**src/sv/clsr_pkg.sv**
```systemverilog
// Shared constants and types for the combined generator with shuffle table.
`default_nettype none

package clsr_pkg;

   // Default table depth
   localparam int unsigned TABLE_SIZE_DEF = 32;

   // Field widths
   localparam int unsigned WORD_W   = 31;
   localparam int unsigned FRAC_W   = 24;
   localparam int unsigned MUL_A_W  = 16;
   localparam int unsigned MUL_B_W  = 31;
   localparam int unsigned PROD_W   = MUL_A_W + MUL_B_W;

   // Generator constants
   localparam longint unsigned MOD1_L = 64'd2147483563;
   localparam logic [WORD_W-1:0] MOD1 = 31'd2147483563;
   localparam logic [WORD_W-1:0] MOD2 = 31'd2147483399;
   localparam logic [MUL_A_W-1:0] MUL1 = 16'd40014;
   localparam logic [MUL_A_W-1:0] MUL2 = 16'd40692;
   localparam logic [WORD_W-1:0] SEED_Y_RST = 31'd123456789;
   localparam logic [WORD_W:0] MOD1_LESS1 = 32'd2147483562;

   // 2^31 mod m: folds the bits above bit 30 back into the low word
   localparam logic [MUL_A_W-1:0] FOLD1 = 16'(32'h8000_0000 - 32'(MOD1));
   localparam logic [MUL_A_W-1:0] FOLD2 = 16'(32'h8000_0000 - 32'(MOD2));

   // Fraction clamp, just below one in Q0.24
   localparam logic [FRAC_W-1:0] FRAC_MAX = 24'd16777214;

   // Product bit at which the slot reciprocal estimate starts
   localparam int unsigned SLOT_SHIFT = 37;

   // One operation for the shared multiplier
   typedef struct packed {
      logic                en;
      logic [MUL_A_W-1:0]  a;
      logic [MUL_B_W-1:0]  b;
   } mul_op_type;

endpackage

`default_nettype wire

```
**src/sv/clsr_if.sv**
```systemverilog
// Request and response channel interfaces.
`default_nettype none

interface clsr_req_if;
   logic        valid;
   logic        ready;
   logic        kind;
   logic [30:0] seed;

   modport source (output valid, output kind, output seed, input ready);
   modport sink   (input valid, input kind, input seed, output ready);
endinterface

interface clsr_rsp_if;
   logic        valid;
   logic        ready;
   logic [30:0] value;
   logic [23:0] fraction;

   modport source (output valid, output value, output fraction, input ready);
   modport sink   (input valid, input value, input fraction, output ready);
endinterface

`default_nettype wire

```
**src/sv/clsr_ram.sv**
```systemverilog
// Generic single-port-write, single-port-read RAM with registered read data.
`default_nettype none

module clsr_ram #(
   parameter int unsigned WIDTH = clsr_pkg::WORD_W,
   parameter int unsigned DEPTH = clsr_pkg::TABLE_SIZE_DEF
) (
   input  wire logic                     clock,
   input  wire logic                     wr_en,
   input  wire logic [$clog2(DEPTH)-1:0] wr_addr,
   input  wire logic [WIDTH-1:0]         wr_data,
   input  wire logic [$clog2(DEPTH)-1:0] rd_addr,
   output      logic [WIDTH-1:0]         rd_data
);

   logic [WIDTH-1:0] mem_ff [DEPTH];
   logic [WIDTH-1:0] rd_data_ff;

   // Write port
   always_ff @(posedge clock) begin
      if (wr_en) begin
         mem_ff[wr_addr] <= wr_data;
      end
   end

   // Registered read
   always_ff @(posedge clock) begin
      rd_data_ff <= mem_ff[rd_addr];
   end

   assign rd_data = rd_data_ff;

endmodule

`default_nettype wire

```
**src/sv/clsr_mul.sv**
```systemverilog
// Shared 16 x 31 multiplier with registered product.
`default_nettype none

module clsr_mul (
   input  wire logic                       clock,
   input  wire clsr_pkg::mul_op_type       op,
   output      logic [clsr_pkg::PROD_W-1:0] prod
);

   logic [clsr_pkg::PROD_W-1:0] prod_ff;

   // Product register; holds when no operation is issued
   always_ff @(posedge clock) begin
      if (op.en) begin
         prod_ff <= {{clsr_pkg::MUL_B_W{1'b0}}, op.a} * {{clsr_pkg::MUL_A_W{1'b0}}, op.b};
      end
   end

   assign prod = prod_ff;

endmodule

`default_nettype wire

```
**src/sv/combined_lcg_shuffle_rng.sv**
```systemverilog
// Top level: combined congruential generator with shuffle table, sequencer and datapath.
`default_nettype none

// Two multiplicative congruential generators (moduli 2147483563 and 2147483399)
// combined through a shuffle table of TABLE_SIZE entries. A word with kind = 0
// draws one number; kind = 1 loads the seed (zero taken as one) into both
// generators, steps the first one TABLE_SIZE+8 times to fill the table, then
// draws. Every word returns one response word: the combined integer and its
// fraction of 2147483563 in Q0.24, clamped to 16777214. All multiplications run
// through one shared 16 x 31 multiplier with a registered product: a generator
// step goes through multiply, fold of the high bits, then add and reduce; the slot
// choice through estimate, check, fix with table read, then combine with table
// write; the fraction through multiply, then fix. A reseed adds TABLE_SIZE + 8
// first-generator steps. req ready is high only while the sequencer is idle, so
// a new word is not taken until the previous one has loaded the response register.
// A response waiting on rsp ready does not block acceptance; the final step waits
// only if the response register is still full. The table needs no clearing pass
// after reset: per-entry valid bits make unwritten slots read as zero.
module combined_lcg_shuffle_rng_core #(
   parameter int unsigned TABLE_SIZE = clsr_pkg::TABLE_SIZE_DEF
) (
   input wire logic  clock,
   input wire logic  reset,
   clsr_req_if.sink   req_chan,
   clsr_rsp_if.source rsp_chan
);

   localparam int unsigned SLOT_W = $clog2(TABLE_SIZE);
   localparam int unsigned Q_W    = SLOT_W + 1;
   localparam int unsigned CNT_W  = $clog2(TABLE_SIZE + 8);
   localparam int unsigned W      = clsr_pkg::WORD_W;

   // Slot divisor and its reciprocal estimate
   localparam longint unsigned SLOT_DIV_L =
      64'd1 + (clsr_pkg::MOD1_L - 64'd1) / 64'(TABLE_SIZE);
   localparam longint unsigned SLOT_RECIP_L = (64'd1 << clsr_pkg::SLOT_SHIFT) / SLOT_DIV_L;
   localparam logic [W-1:0] SLOT_DIV = W'(SLOT_DIV_L);
   localparam logic [clsr_pkg::MUL_A_W-1:0] SLOT_RECIP = clsr_pkg::MUL_A_W'(SLOT_RECIP_L);
   localparam logic [Q_W:0] SLOT_LAST = (Q_W + 1)'(TABLE_SIZE - 1);

   typedef enum logic [9:0] {
      ST_IDLE = 10'b00_0000_0001,
      ST_GM   = 10'b00_0000_0010,  // generator multiply
      ST_GF   = 10'b00_0000_0100,  // fold high bits
      ST_GR   = 10'b00_0000_1000,  // add and reduce
      ST_SM   = 10'b00_0001_0000,  // slot estimate
      ST_SC   = 10'b00_0010_0000,  // slot check product
      ST_SF   = 10'b00_0100_0000,  // slot fix, table read
      ST_SR   = 10'b00_1000_0000,  // combine, table write
      ST_FM   = 10'b01_0000_0000,  // fraction multiply
      ST_FF   = 10'b10_0000_0000   // fraction fix, response
   } state_type;

   // Control registers
   state_type             state_ff, state_in;
   logic                  reseed_ff, reseed_in;
   logic                  gen_sel_ff, gen_sel_in;
   logic [CNT_W-1:0]      cnt_ff, cnt_in;
   logic [TABLE_SIZE-1:0] tbl_valid_ff, tbl_valid_in;
   logic                  rsp_valid_ff, rsp_valid_in;
   logic [W-1:0]          x_ff, x_in;
   logic [W-1:0]          y_ff, y_in;
   logic [W-1:0]          last_ff, last_in;

   // Payload registers
   logic [W-1:0]          lo_ff;
   logic [Q_W-1:0]        q0_ff;
   logic [SLOT_W-1:0]     slot_ff;
   logic                  ent_valid_ff;
   logic [W-1:0]          rsp_value_ff;
   logic [clsr_pkg::FRAC_W-1:0] rsp_frac_ff;

   // Datapath nets
   clsr_pkg::mul_op_type        mul_op;
   logic [clsr_pkg::PROD_W-1:0] prod;
   logic [W-1:0]                gen_mod;
   logic [W:0]                  red_sum;
   logic [W-1:0]                red_res;
   logic [Q_W:0]                q_up;
   logic [Q_W:0]                q_fix;
   logic [SLOT_W-1:0]           slot;
   logic [W-1:0]                ram_rdata;
   logic [W-1:0]                entry;
   logic [W:0]                  diff;
   logic [W-1:0]                new_last;
   logic [W:0]                  frac_rem;
   logic [clsr_pkg::FRAC_W:0]   frac_q;
   logic [clsr_pkg::FRAC_W-1:0] frac;
   logic                        ram_we;
   logic [SLOT_W-1:0]           ram_waddr;
   logic [W-1:0]                ram_wdata;
   logic                        req_fire;
   logic                        out_free;
   logic [W-1:0]                seed_eff;

   assign req_fire = req_chan.valid && req_chan.ready;
   assign out_free = !rsp_valid_ff || rsp_chan.ready;
   assign seed_eff = (req_chan.seed == '0) ? W'(1) : req_chan.seed;

   // Modular reduction: low word plus folded high part, one conditional subtract
   assign gen_mod = gen_sel_ff ? clsr_pkg::MOD2 : clsr_pkg::MOD1;
   assign red_sum = {1'b0, lo_ff} + prod[W:0];
   assign red_res = (red_sum >= {1'b0, gen_mod}) ? W'(red_sum - {1'b0, gen_mod})
                                                 : red_sum[W-1:0];

   // Slot: reciprocal estimate, corrected up by one where needed, then clamped
   assign q_up  = {1'b0, q0_ff} + (Q_W + 1)'(1);
   assign q_fix = ({{clsr_pkg::MUL_A_W{1'b0}}, last_ff} >= prod) ? q_up : {1'b0, q0_ff};
   assign slot  = (q_fix > SLOT_LAST) ? SLOT_LAST[SLOT_W-1:0] : q_fix[SLOT_W-1:0];

   // Combine table entry with second generator
   assign entry    = ent_valid_ff ? ram_rdata : '0;
   assign diff     = {1'b0, entry} - {1'b0, y_ff};
   assign new_last = (diff[W] || diff == '0) ? W'(diff + clsr_pkg::MOD1_LESS1)
                                             : diff[W-1:0];

   // Fraction: last >> 7 is the estimate; remainder decides one more
   assign frac_rem = {1'b0, last_ff[6:0], 24'd0} + prod[W:0];
   assign frac_q   = {1'b0, last_ff[W-1:7]} +
                     (clsr_pkg::FRAC_W + 1)'(frac_rem >= {1'b0, clsr_pkg::MOD1});
   assign frac     = (frac_q > {1'b0, clsr_pkg::FRAC_MAX}) ? clsr_pkg::FRAC_MAX
                                                           : frac_q[clsr_pkg::FRAC_W-1:0];

   // Shared multiplier operand selection
   always_comb begin
      mul_op = '0;
      case (state_ff)
         ST_GM: begin
            mul_op.en = 1'b1;
            mul_op.a  = gen_sel_ff ? clsr_pkg::MUL2 : clsr_pkg::MUL1;
            mul_op.b  = gen_sel_ff ? y_ff : x_ff;
         end
         ST_GF: begin
            mul_op.en = 1'b1;
            mul_op.a  = gen_sel_ff ? clsr_pkg::FOLD2 : clsr_pkg::FOLD1;
            mul_op.b  = W'(prod[clsr_pkg::PROD_W-1:W]);
         end
         ST_SM: begin
            mul_op.en = 1'b1;
            mul_op.a  = SLOT_RECIP;
            mul_op.b  = last_ff;
         end
         ST_SC: begin
            mul_op.en = 1'b1;
            mul_op.a  = clsr_pkg::MUL_A_W'(prod[clsr_pkg::SLOT_SHIFT +: Q_W]) +
                        clsr_pkg::MUL_A_W'(1);
            mul_op.b  = SLOT_DIV;
         end
         ST_FM: begin
            mul_op.en = 1'b1;
            mul_op.a  = clsr_pkg::FOLD1;
            mul_op.b  = W'(last_ff[W-1:7]);
         end
         default: begin
            mul_op = '0;
         end
      endcase
   end

   // Table write port: reseed fill or draw replacement
   always_comb begin
      ram_we    = 1'b0;
      ram_waddr = slot_ff;
      ram_wdata = x_ff;
      if (state_ff == ST_GR && reseed_ff && cnt_ff < CNT_W'(TABLE_SIZE)) begin
         ram_we    = 1'b1;
         ram_waddr = cnt_ff[SLOT_W-1:0];
         ram_wdata = red_res;
      end else if (state_ff == ST_SR) begin
         ram_we    = 1'b1;
      end
   end

   // Sequencer
   always_comb begin
      state_in     = state_ff;
      reseed_in    = reseed_ff;
      gen_sel_in   = gen_sel_ff;
      cnt_in       = cnt_ff;
      tbl_valid_in = tbl_valid_ff;
      rsp_valid_in = rsp_valid_ff;
      x_in         = x_ff;
      y_in         = y_ff;
      last_in      = last_ff;

      if (rsp_chan.ready) begin
         rsp_valid_in = 1'b0;
      end
      if (ram_we) begin
         tbl_valid_in[ram_waddr] = 1'b1;
      end

      case (state_ff)
         ST_IDLE: begin
            if (req_fire) begin
               gen_sel_in = 1'b0;
               reseed_in  = req_chan.kind;
               state_in   = ST_GM;
               if (req_chan.kind) begin
                  x_in   = seed_eff;
                  y_in   = seed_eff;
                  cnt_in = CNT_W'(TABLE_SIZE + 7);
               end
            end
         end
         ST_GM: state_in = ST_GF;
         ST_GF: state_in = ST_GR;
         ST_GR: begin
            if (gen_sel_ff) begin
               y_in = red_res;
            end else begin
               x_in = red_res;
            end
            if (reseed_ff) begin
               state_in = ST_GM;
               if (cnt_ff == '0) begin
                  last_in   = red_res;
                  reseed_in = 1'b0;
               end else begin
                  cnt_in = cnt_ff - CNT_W'(1);
               end
            end else if (!gen_sel_ff) begin
               gen_sel_in = 1'b1;
               state_in   = ST_GM;
            end else begin
               state_in = ST_SM;
            end
         end
         ST_SM: state_in = ST_SC;
         ST_SC: state_in = ST_SF;
         ST_SF: state_in = ST_SR;
         ST_SR: begin
            last_in  = new_last;
            state_in = ST_FM;
         end
         ST_FM: state_in = ST_FF;
         ST_FF: begin
            if (out_free) begin
               rsp_valid_in = 1'b1;
               state_in     = ST_IDLE;
            end
         end
         default: state_in = ST_IDLE;
      endcase
   end

   // Control state
   always_ff @(posedge clock) begin
      if (reset) begin
         state_ff     <= ST_IDLE;
         reseed_ff    <= 1'b0;
         gen_sel_ff   <= 1'b0;
         cnt_ff       <= '0;
         tbl_valid_ff <= '0;
         rsp_valid_ff <= 1'b0;
         x_ff         <= W'(1);
         y_ff         <= clsr_pkg::SEED_Y_RST;
         last_ff      <= '0;
      end else begin
         state_ff     <= state_in;
         reseed_ff    <= reseed_in;
         gen_sel_ff   <= gen_sel_in;
         cnt_ff       <= cnt_in;
         tbl_valid_ff <= tbl_valid_in;
         rsp_valid_ff <= rsp_valid_in;
         x_ff         <= x_in;
         y_ff         <= y_in;
         last_ff      <= last_in;
      end
   end

   // Datapath payload registers
   always_ff @(posedge clock) begin
      if (state_ff == ST_GF) begin
         lo_ff <= prod[W-1:0];
      end
      if (state_ff == ST_SC) begin
         q0_ff <= prod[clsr_pkg::SLOT_SHIFT +: Q_W];
      end
      if (state_ff == ST_SF) begin
         slot_ff      <= slot;
         ent_valid_ff <= tbl_valid_ff[slot];
      end
      if (state_ff == ST_FF && out_free) begin
         rsp_value_ff <= last_ff;
         rsp_frac_ff  <= frac;
      end
   end

   clsr_mul u_mul (
      .clock (clock),
      .op    (mul_op),
      .prod  (prod)
   );

   clsr_ram #(
      .WIDTH (W),
      .DEPTH (TABLE_SIZE)
   ) u_table (
      .clock   (clock),
      .wr_en   (ram_we),
      .wr_addr (ram_waddr),
      .wr_data (ram_wdata),
      .rd_addr (slot),
      .rd_data (ram_rdata)
   );

   assign req_chan.ready    = (state_ff == ST_IDLE);
   assign rsp_chan.valid    = rsp_valid_ff;
   assign rsp_chan.value    = rsp_value_ff;
   assign rsp_chan.fraction = rsp_frac_ff;

   // Checks
   a_tbl_wr_state: assert property (@(posedge clock) disable iff (reset)
      ram_we |-> (state_ff == ST_GR || state_ff == ST_SR))
      else $error("table written outside a write step");

   a_accept_start: assert property (@(posedge clock) disable iff (reset)
      req_fire |=> (state_ff == ST_GM && gen_sel_ff == 1'b0))
      else $error("accepted word did not start a first-generator step");

   a_reseed_first: assert property (@(posedge clock) disable iff (reset)
      reseed_ff |-> (gen_sel_ff == 1'b0))
      else $error("second generator stepped during table fill");

   a_value_nonzero: assert property (@(posedge clock) disable iff (reset)
      rsp_valid_ff |-> (rsp_value_ff != '0))
      else $error("combined output is zero");

   a_frac_clamp: assert property (@(posedge clock) disable iff (reset)
      rsp_valid_ff |-> (rsp_frac_ff <= clsr_pkg::FRAC_MAX))
      else $error("fraction above clamp");

endmodule

`default_nettype wire
```
**src/flat_wrapper.sv**
```systemverilog
// flat-port wrapper written by rule: the top's interface ports become plain ports
module combined_lcg_shuffle_rng_core_flat 
#(
   parameter int unsigned TABLE_SIZE = clsr_pkg::TABLE_SIZE_DEF
)
  (clock, reset, req_chan_valid, req_chan_kind, req_chan_seed, req_chan_ready, rsp_chan_valid, rsp_chan_value, rsp_chan_fraction, rsp_chan_ready);
  clsr_req_if req_chan_i ();
  clsr_rsp_if rsp_chan_i ();
  input wire logic clock;
  input wire logic reset;
  input wire logic [$bits(req_chan_i.valid)-1:0] req_chan_valid;
  input wire logic [$bits(req_chan_i.kind)-1:0] req_chan_kind;
  input wire logic [$bits(req_chan_i.seed)-1:0] req_chan_seed;
  output wire logic [$bits(req_chan_i.ready)-1:0] req_chan_ready;
  output wire logic [$bits(rsp_chan_i.valid)-1:0] rsp_chan_valid;
  output wire logic [$bits(rsp_chan_i.value)-1:0] rsp_chan_value;
  output wire logic [$bits(rsp_chan_i.fraction)-1:0] rsp_chan_fraction;
  input wire logic [$bits(rsp_chan_i.ready)-1:0] rsp_chan_ready;
  assign req_chan_i.valid = req_chan_valid;
  assign req_chan_i.kind = req_chan_kind;
  assign req_chan_i.seed = req_chan_seed;
  assign req_chan_ready = req_chan_i.ready;
  assign rsp_chan_valid = rsp_chan_i.valid;
  assign rsp_chan_value = rsp_chan_i.value;
  assign rsp_chan_fraction = rsp_chan_i.fraction;
  assign rsp_chan_i.ready = rsp_chan_ready;
  combined_lcg_shuffle_rng_core #(.TABLE_SIZE(TABLE_SIZE)) u_core (.clock(clock), .reset(reset), .req_chan(req_chan_i), .rsp_chan(rsp_chan_i));
endmodule
```
**config.mk**
```make
export PLATFORM = sky130hd
export DESIGN_NAME = combined_lcg_shuffle_rng_core_flat
export DESIGN_NICKNAME = d
export VERILOG_FILES = /design/src/sv/clsr_pkg.sv /design/src/sv/clsr_if.sv /design/src/sv/clsr_ram.sv /design/src/sv/clsr_mul.sv /design/src/sv/combined_lcg_shuffle_rng.sv /design/src/flat_wrapper.sv
export SDC_FILE = /design/constraint.sdc
export NUM_CORES = 2
export LEC_CHECK = 0
export ABC_AREA = 1
export CAP_MARGIN = 30
export CORE_MARGIN = 2
export CORE_UTILIZATION = 45
export CTS_CLUSTER_DIAMETER = 100
export DETAILED_ROUTE_END_ITERATION = 8
export DONT_BUFFER_PORTS = 1
export PLACE_DENSITY = 0.63
export REMOVE_ABC_BUFFERS = 1
export SLEW_MARGIN = 10
export SYNTH_ARGS = -nofsm -noshare
export SYNTH_HDL_FRONTEND = slang
export SYNTH_SLANG_ARGS = --single-unit
```
**constraint.sdc**
```tcl
create_clock -name clock -period 11.25 [get_ports clock]
set_clock_uncertainty 0.15 [all_clocks]
set_input_delay 1.125 -clock clock [delete_from_list [all_inputs] [get_ports clock]]
set_output_delay 1.125 -clock clock [all_outputs]
set_load 0.02 [all_outputs]
```
Word-level counts from Yosys, hierarchy flattened
Memory sizes are Yosys's and may differ from the RTL's. A register that Yosys moved wholly into a read port is not among the register bits.
Cells that the tools add are included.
{"block": "word_totals", "regBits": 289, "elab_cells": 126, "n_memories": 1, "out_inout_bits": 57, "latchBits": 0, "inputBits": 36, "ramBits": 992, "romBits": 0}
{"memory": "u_core.u_table.mem_ff", "depth": 32, "word_bits": 31, "read_ports": 1, "rd_ports_with_merged_regs": 1, "wr": 1, "line_no": "clsr_ram.sv:16", "source": "logic [WIDTH-1:0] mem_ff [DEPTH];"}
{"block": "op_classes", "n_mux": 50, "bitwise_logic": 1, "n_addsub": 9, "n_mul": 1, "order_cmp": 9, "n_div": 0, "n_reduce_logical": 20, "shift": 0, "n_eq_ne": 19}
{"cell": "$mux W31", "count": 12}
{"cell": "$pmux W48 S5", "count": 1}
{"cell": "$pmux W31 S2", "count": 3}
{"cell": "$pmux W10 S10", "count": 1}
{"cell": "$add A31 B32 Y32", "count": 2}
{"cell": "$ge A31 B47 Y1", "count": 1}
{"cell": "$mul A16 B31 Y47", "count": 1}
{"cell": "$mux W10", "count": 4}
{"cell": "$ge A32 B31 Y1", "count": 1}
{"cell": "$ge A32 B31 Y1 const B", "count": 1}
{"cell": "$logic_not A32 Y1", "count": 1}
{"cell": "$or A32 B32 Y32", "count": 1}
{"cell": "$sub A31 B31 Y32", "count": 1}
{"cell": "$add A31 B31 Y31 const B", "count": 1}
{"cell": "$logic_not A31 Y1", "count": 1}
{"cell": "$sub A31 B31 Y31", "count": 1}
{"cell": "$add A24 B1 Y25", "count": 1}
{"cell": "$gt A25 B24 Y1 const B", "count": 1}
{"cell": "$mux W6", "count": 4}
{"cell": "$mux W8", "count": 2}
{"cell": "$mux W5", "count": 3}
{"cell": "$add A6 B1 Y7 const B", "count": 2}
{"cell": "$mux W1", "count": 14}
{"cell": "$lt A5 B6 Y1 const B", "count": 2}
{"cell": "30 further kinds", "count": 47}

Longest topological paths before layout
{"block": "logic_depth", "depth_word": 9, "mapped_depth": 38}

Hierarchy
A second synthesis with hierarchy kept.
{"block": "unflattened", "hier_cells": 9523, "area_unflattened_um2": 80913.9}
{"module": "clsr_ram", "n_inst": 1, "area_per_inst_um2": 40680.3, "seq_area_each_um2": 30409.2, "cells_per_inst": 3426}
{"module": "combined_lcg_shuffle_rng_core", "n_inst": 1, "area_per_inst_um2": 21565.7, "seq_area_each_um2": 5825.6, "cells_per_inst": 3597}
{"module": "clsr_mul", "n_inst": 1, "area_per_inst_um2": 18667.9, "seq_area_each_um2": 1411.4, "cells_per_inst": 2500}

Worst setup path before layout
Ideal clock, no wire load.
{"block": "synth_timing", "path_kind": "register to register", "startpoint": "register u_core.state_ff[4]", "endpoint": "register u_core.u_mul.prod_ff (netlist bit u_core.u_mul.prod[46]), data pin", "synth_period_minus_slack_ps": 7641, "path_buffers": 1, "slack_ps": 3609, "setup_ps": 266, "stages_incl_launch_ff": 32, "required_time_ps": 10834, "arrival_ps": 7225, "path_cell_list": "dfxtp_1 > nor2_1 > inv_2 > nor2_2 > nand4_1 > inv_1 > nand2_1 > o211ai_1 > clkbuf_1 > nand2_1 > fa_1 > fa_1 > fa_1 > inv_1 > fa_1 > fa_1 > inv_1 > fa_1 > inv_1 > ha_1 > nand2_1 > nor2_1 > inv_1 > nor3_1 > and3_1 > a21oi_1 > o21ai_0 > nand3_1 > nand3_1 > nand2_1 > o2111ai_1 > xor2_1"}
{"block": "synth_via", "elab_chain_len": 3, "elab_cells_between_ends": 7}
{"item": "start: declaration", "line_no": "combined_lcg_shuffle_rng.sv:55", "source": "state_type state_ff, state_in;"}
{"item": "start signal: assignment", "line_no": "combined_lcg_shuffle_rng.sv:260", "source": "state_ff <= state_in;"}
{"item": "$eq A10 B9 Y1 (tied with other cells)", "line_no": "combined_lcg_shuffle_rng.sv:127", "source": "case (state_ff)"}
{"item": "$pmux W48 S5 (*)", "line_no": "combined_lcg_shuffle_rng.sv:127"}
{"item": "$mul A16 B31 Y47 (*)", "line_no": "clsr_mul.sv:15", "source": "prod_ff <= {{clsr_pkg::MUL_B_W{1'b0}}, op.a} * {{clsr_pkg::MUL_A_W{1'b0}}, op.b};"}
{"item": "end signal: assignment", "line_no": "clsr_mul.sv:15"}
{"item": "end: declaration", "line_no": "clsr_mul.sv:10", "source": "logic [clsr_pkg::PROD_W-1:0] prod_ff;"}
Every way passes the cells marked *; elsewhere a longest branch is shown, timed or not.
A chain may end at the register's enable or synchronous reset.

Worst setup path after layout
Same ends and word-level chain as after synthesis.

==> out/metrics.cfg <==
[clock_tree]
post_cts_buffers = 0
cts_max_level = 4
clk_path_buf_depth = 3
cts_root_buf = clkbuf_16
cts_hold_buf = 0
clk_latency_ns = 0.84
cts_resized = 0
cts_tree = done
clk_pin_slew_ns = 0.06
numCtsBuffers = 147
cts.sinks = 1312

[floorplanning]
rows = 153
dieHeight_um = 423
initial_core_util_pct = 45.4
ios = 93
fp.dieW_um = 423
die_area_sq_um = 179000
coreArea_sq_um = 174000

[timing]
relSlewSlack_pct = 30.6
layout_setup_ws_ns = 1.40
period_needed_ns = 9.85
finalCritPeriodShare_pct = 87.5
rsz0062_at_grt = no
clock.fmax_mhz = 102
slew_violations = 0
hold_violations = 0
setup_viol = 0
worst_pin_slew_ns = 1.04

[logic_synthesis]
yosysTopAreaCell = edfxtp_1
syn-cell-area_sq_um = 79000
synth_cell_types = 65
ys_ff_latch = 1312
syn_inst = 9357
synthArstFlopShare_pct = 0
synthTopCellsByArea = edfxtp_1, nand2_1, inv_1
yosysTopAreaCellShare_pct = 43.2
yosysWarnings = 0
synth_edf_count = 1137
syn_area_per_cell_sq_um = 8.45
yosysSeqAreaShare_pct = 47.6
synth-main-ff-cell = edfxtp_1

[finish]
multi_input_area_sq_um = 33600
seqCellArea_sq_um = 37600
area_growth_pct = 10.5
layout-drive-gt1-share_pct = 5.07
nFillCells = 16500
layout_common_cells = nand2_1, inv_1, edfxtp_1
final_common_cell = nand2_1
layout.cells.non_filler = 11800
nets = 9971

[run]
cap_violations = 0

[hold_path]
min_from = reset
hold_end = u_core.rsp_chan.valid
hold_depth = 1
hp-class = in2reg

[critical_path]
cpPeakStageDelay_ns = 0.88
cp-end-kind = flop
crit_arrival_ns = 10.26
reg2reg_slack_ns = 1.40
r2r_start = u_core.state_ff[4]
crit_buf_inv = 8
cp_max_fo = 17
crit_slowest_cell = inv_1
critPathLaunchType = flop
required_ns = 11.66
r2r_cells = 31
rr_endpoint = u_core.u_mul.prod[46]
critPathTopFamily = adder cells
worst-setup-path-type = reg2reg

[global_routing]
antenna_found_initial = 29
track_usage_pct = 31.4
grt_first_pass_wirelength_um = 411000
grt_pass1_vias = 59500
grt-ovfl-total = 0
grt_start_max_net_pins = 173

[place]
dp_cells = 11500
dp_slack_ns = 1.51
dp_hpwl_um = 196000
portBuffers = 0
gp_congestion = 1.06

[power_and_ir_drop]
power_frac_comb_pct = 19.1
switching_share_pct = 31.4
sequentialPowerShare_pct = 44.3
power_w = 0.0130
power.internal_w = 0.00894
p_leak_nw = 40.0
p_sw_w = 0.00409
powerDensity_nw_per_um2 = 149
clockPowerShare_pct = 36.6
vdd_drop_max_v = 0.000167

[drt]
route.detailed.drc = 0
first_pass_iters = 8
viasPerCell = 5.41
antenna_left = 0
drt-total-wl_um = 284000
dr.first_iter.drc_count = 7665
drt-wirelength-per-cell_um = 24.0
vias = 64000

[run_status]
status = finished, final reports clean

final cells by class:
class	count	area share, %
repair buffers	140	1.49
multi-input cells	5873	38.5
flip-flops and latches	1312	43.1
inverters	1864	8.03
clock inverters	78	0.934
clock buffers	196	4.49
diodes	46	0.132
well taps	2325	3.33
flip-flops by register name, indices dropped and copies added (netlist names), 10 cells and up:
register / count
u_core.u_table.mem_ff: 992
u_core.rsp_chan.fraction: 24
u_core.tbl_valid_ff: 32
u_core.rsp_chan.value: 31
u_core.state_ff: 10
u_core.y_ff: 31
u_core.x_ff: 31
u_core.lo_ff: 31
u_core.u_mul.prod: 47
u_core.last_ff: 31
u_core.u_table.rd_data: 31
layer usage:
metal | track usage, % | vias up | wire length, um
met4 | 14.7 | 4 | 14100
li1 | - | 29600 | -
met1 | 43.3 | 30900 | 118000
met5 | 0 | - | 31
met2 | 48.2 | 2889 | 127000
met3 | 5.31 | 577 | 24200
power groups by stage:
stage          Clock, W  Sequential, W  Combinational (W)
6_report        0.00477        0.00577            0.00249
5_1_grt         0.00501        0.00578            0.00267
4_1_cts         0.00482        0.00577            0.00240
3_5_place_dp          0        0.00587            0.00239
3_3_place_gp          0        0.00587            0.00236
2_1_floorplan         0        0.00587            0.00134
cell usage after synthesis, drive strengths merged, types with 27 or more instances:
library cell and n:
nand2 2299, inv 1855, nor2 1138, edfxtp 1137, nand3 916, fa 317, ha 280, o21ai 268
a21oi 207, dfxtp 175, buf 174, clkbuf 138, xor2 82, nand4 78, nor3 51, nor4 37
xnor2 28, o22ai 27
how the worst max path moves through the flow:
stage,startpoint,end,slack (ns),depth (start not counted)
after detailed placement,u_core.state_ff[4],u_core.u_mul.prod[46],1.51,31
after global routing,u_core.state_ff[4],u_core.u_mul.prod[46],0.96,31
final,u_core.state_ff[4],u_core.u_mul.prod[46],1.40,31
after floorplan,u_core.u_mul.prod[30],u_core.slot_ff[1],-2.10,11
after global placement,u_core.state_ff[5],u_core.u_mul.prod[46],1.63,32
after CTS,u_core.state_ff[4],u_core.u_mul.prod[46],1.46,31
logic make-up after synthesis:
logic type      count (synthesis)  synth area share (%)
compound gates                597                  4.17
buf+inv                      2176                  10.6
mux                             1                0.0127
fa+ha+maj                     597                  12.5
other cells                     1               0.00474
flops                        1312                  47.6
simple gates                 4563                  23.9
xor+xnor                      110                  1.22
through the flow:
| stage | area [sq um] | hold slack [ns] | setup TNS (ns) | utilization (%) |
|---|---|---|---|---|
| 2_1_floorplan | 77700 | 0.283 | -43.33 | - |
| 3_3_place_gp | 82200 | 0.298 | 0 | 47.2 |
| 3_5_place_dp | 82300 | 0.303 | 0 | 47.3 |
| 4_1_cts | 87100 | 0.183 | 0 | 50.0 |
| 5_1_grt | 87300 | 0.201 | 0 | 50.1 |
| 6_report | 87300 | 0.242 | 0 | 50.1 |
(Power assumes the default switching activity.)
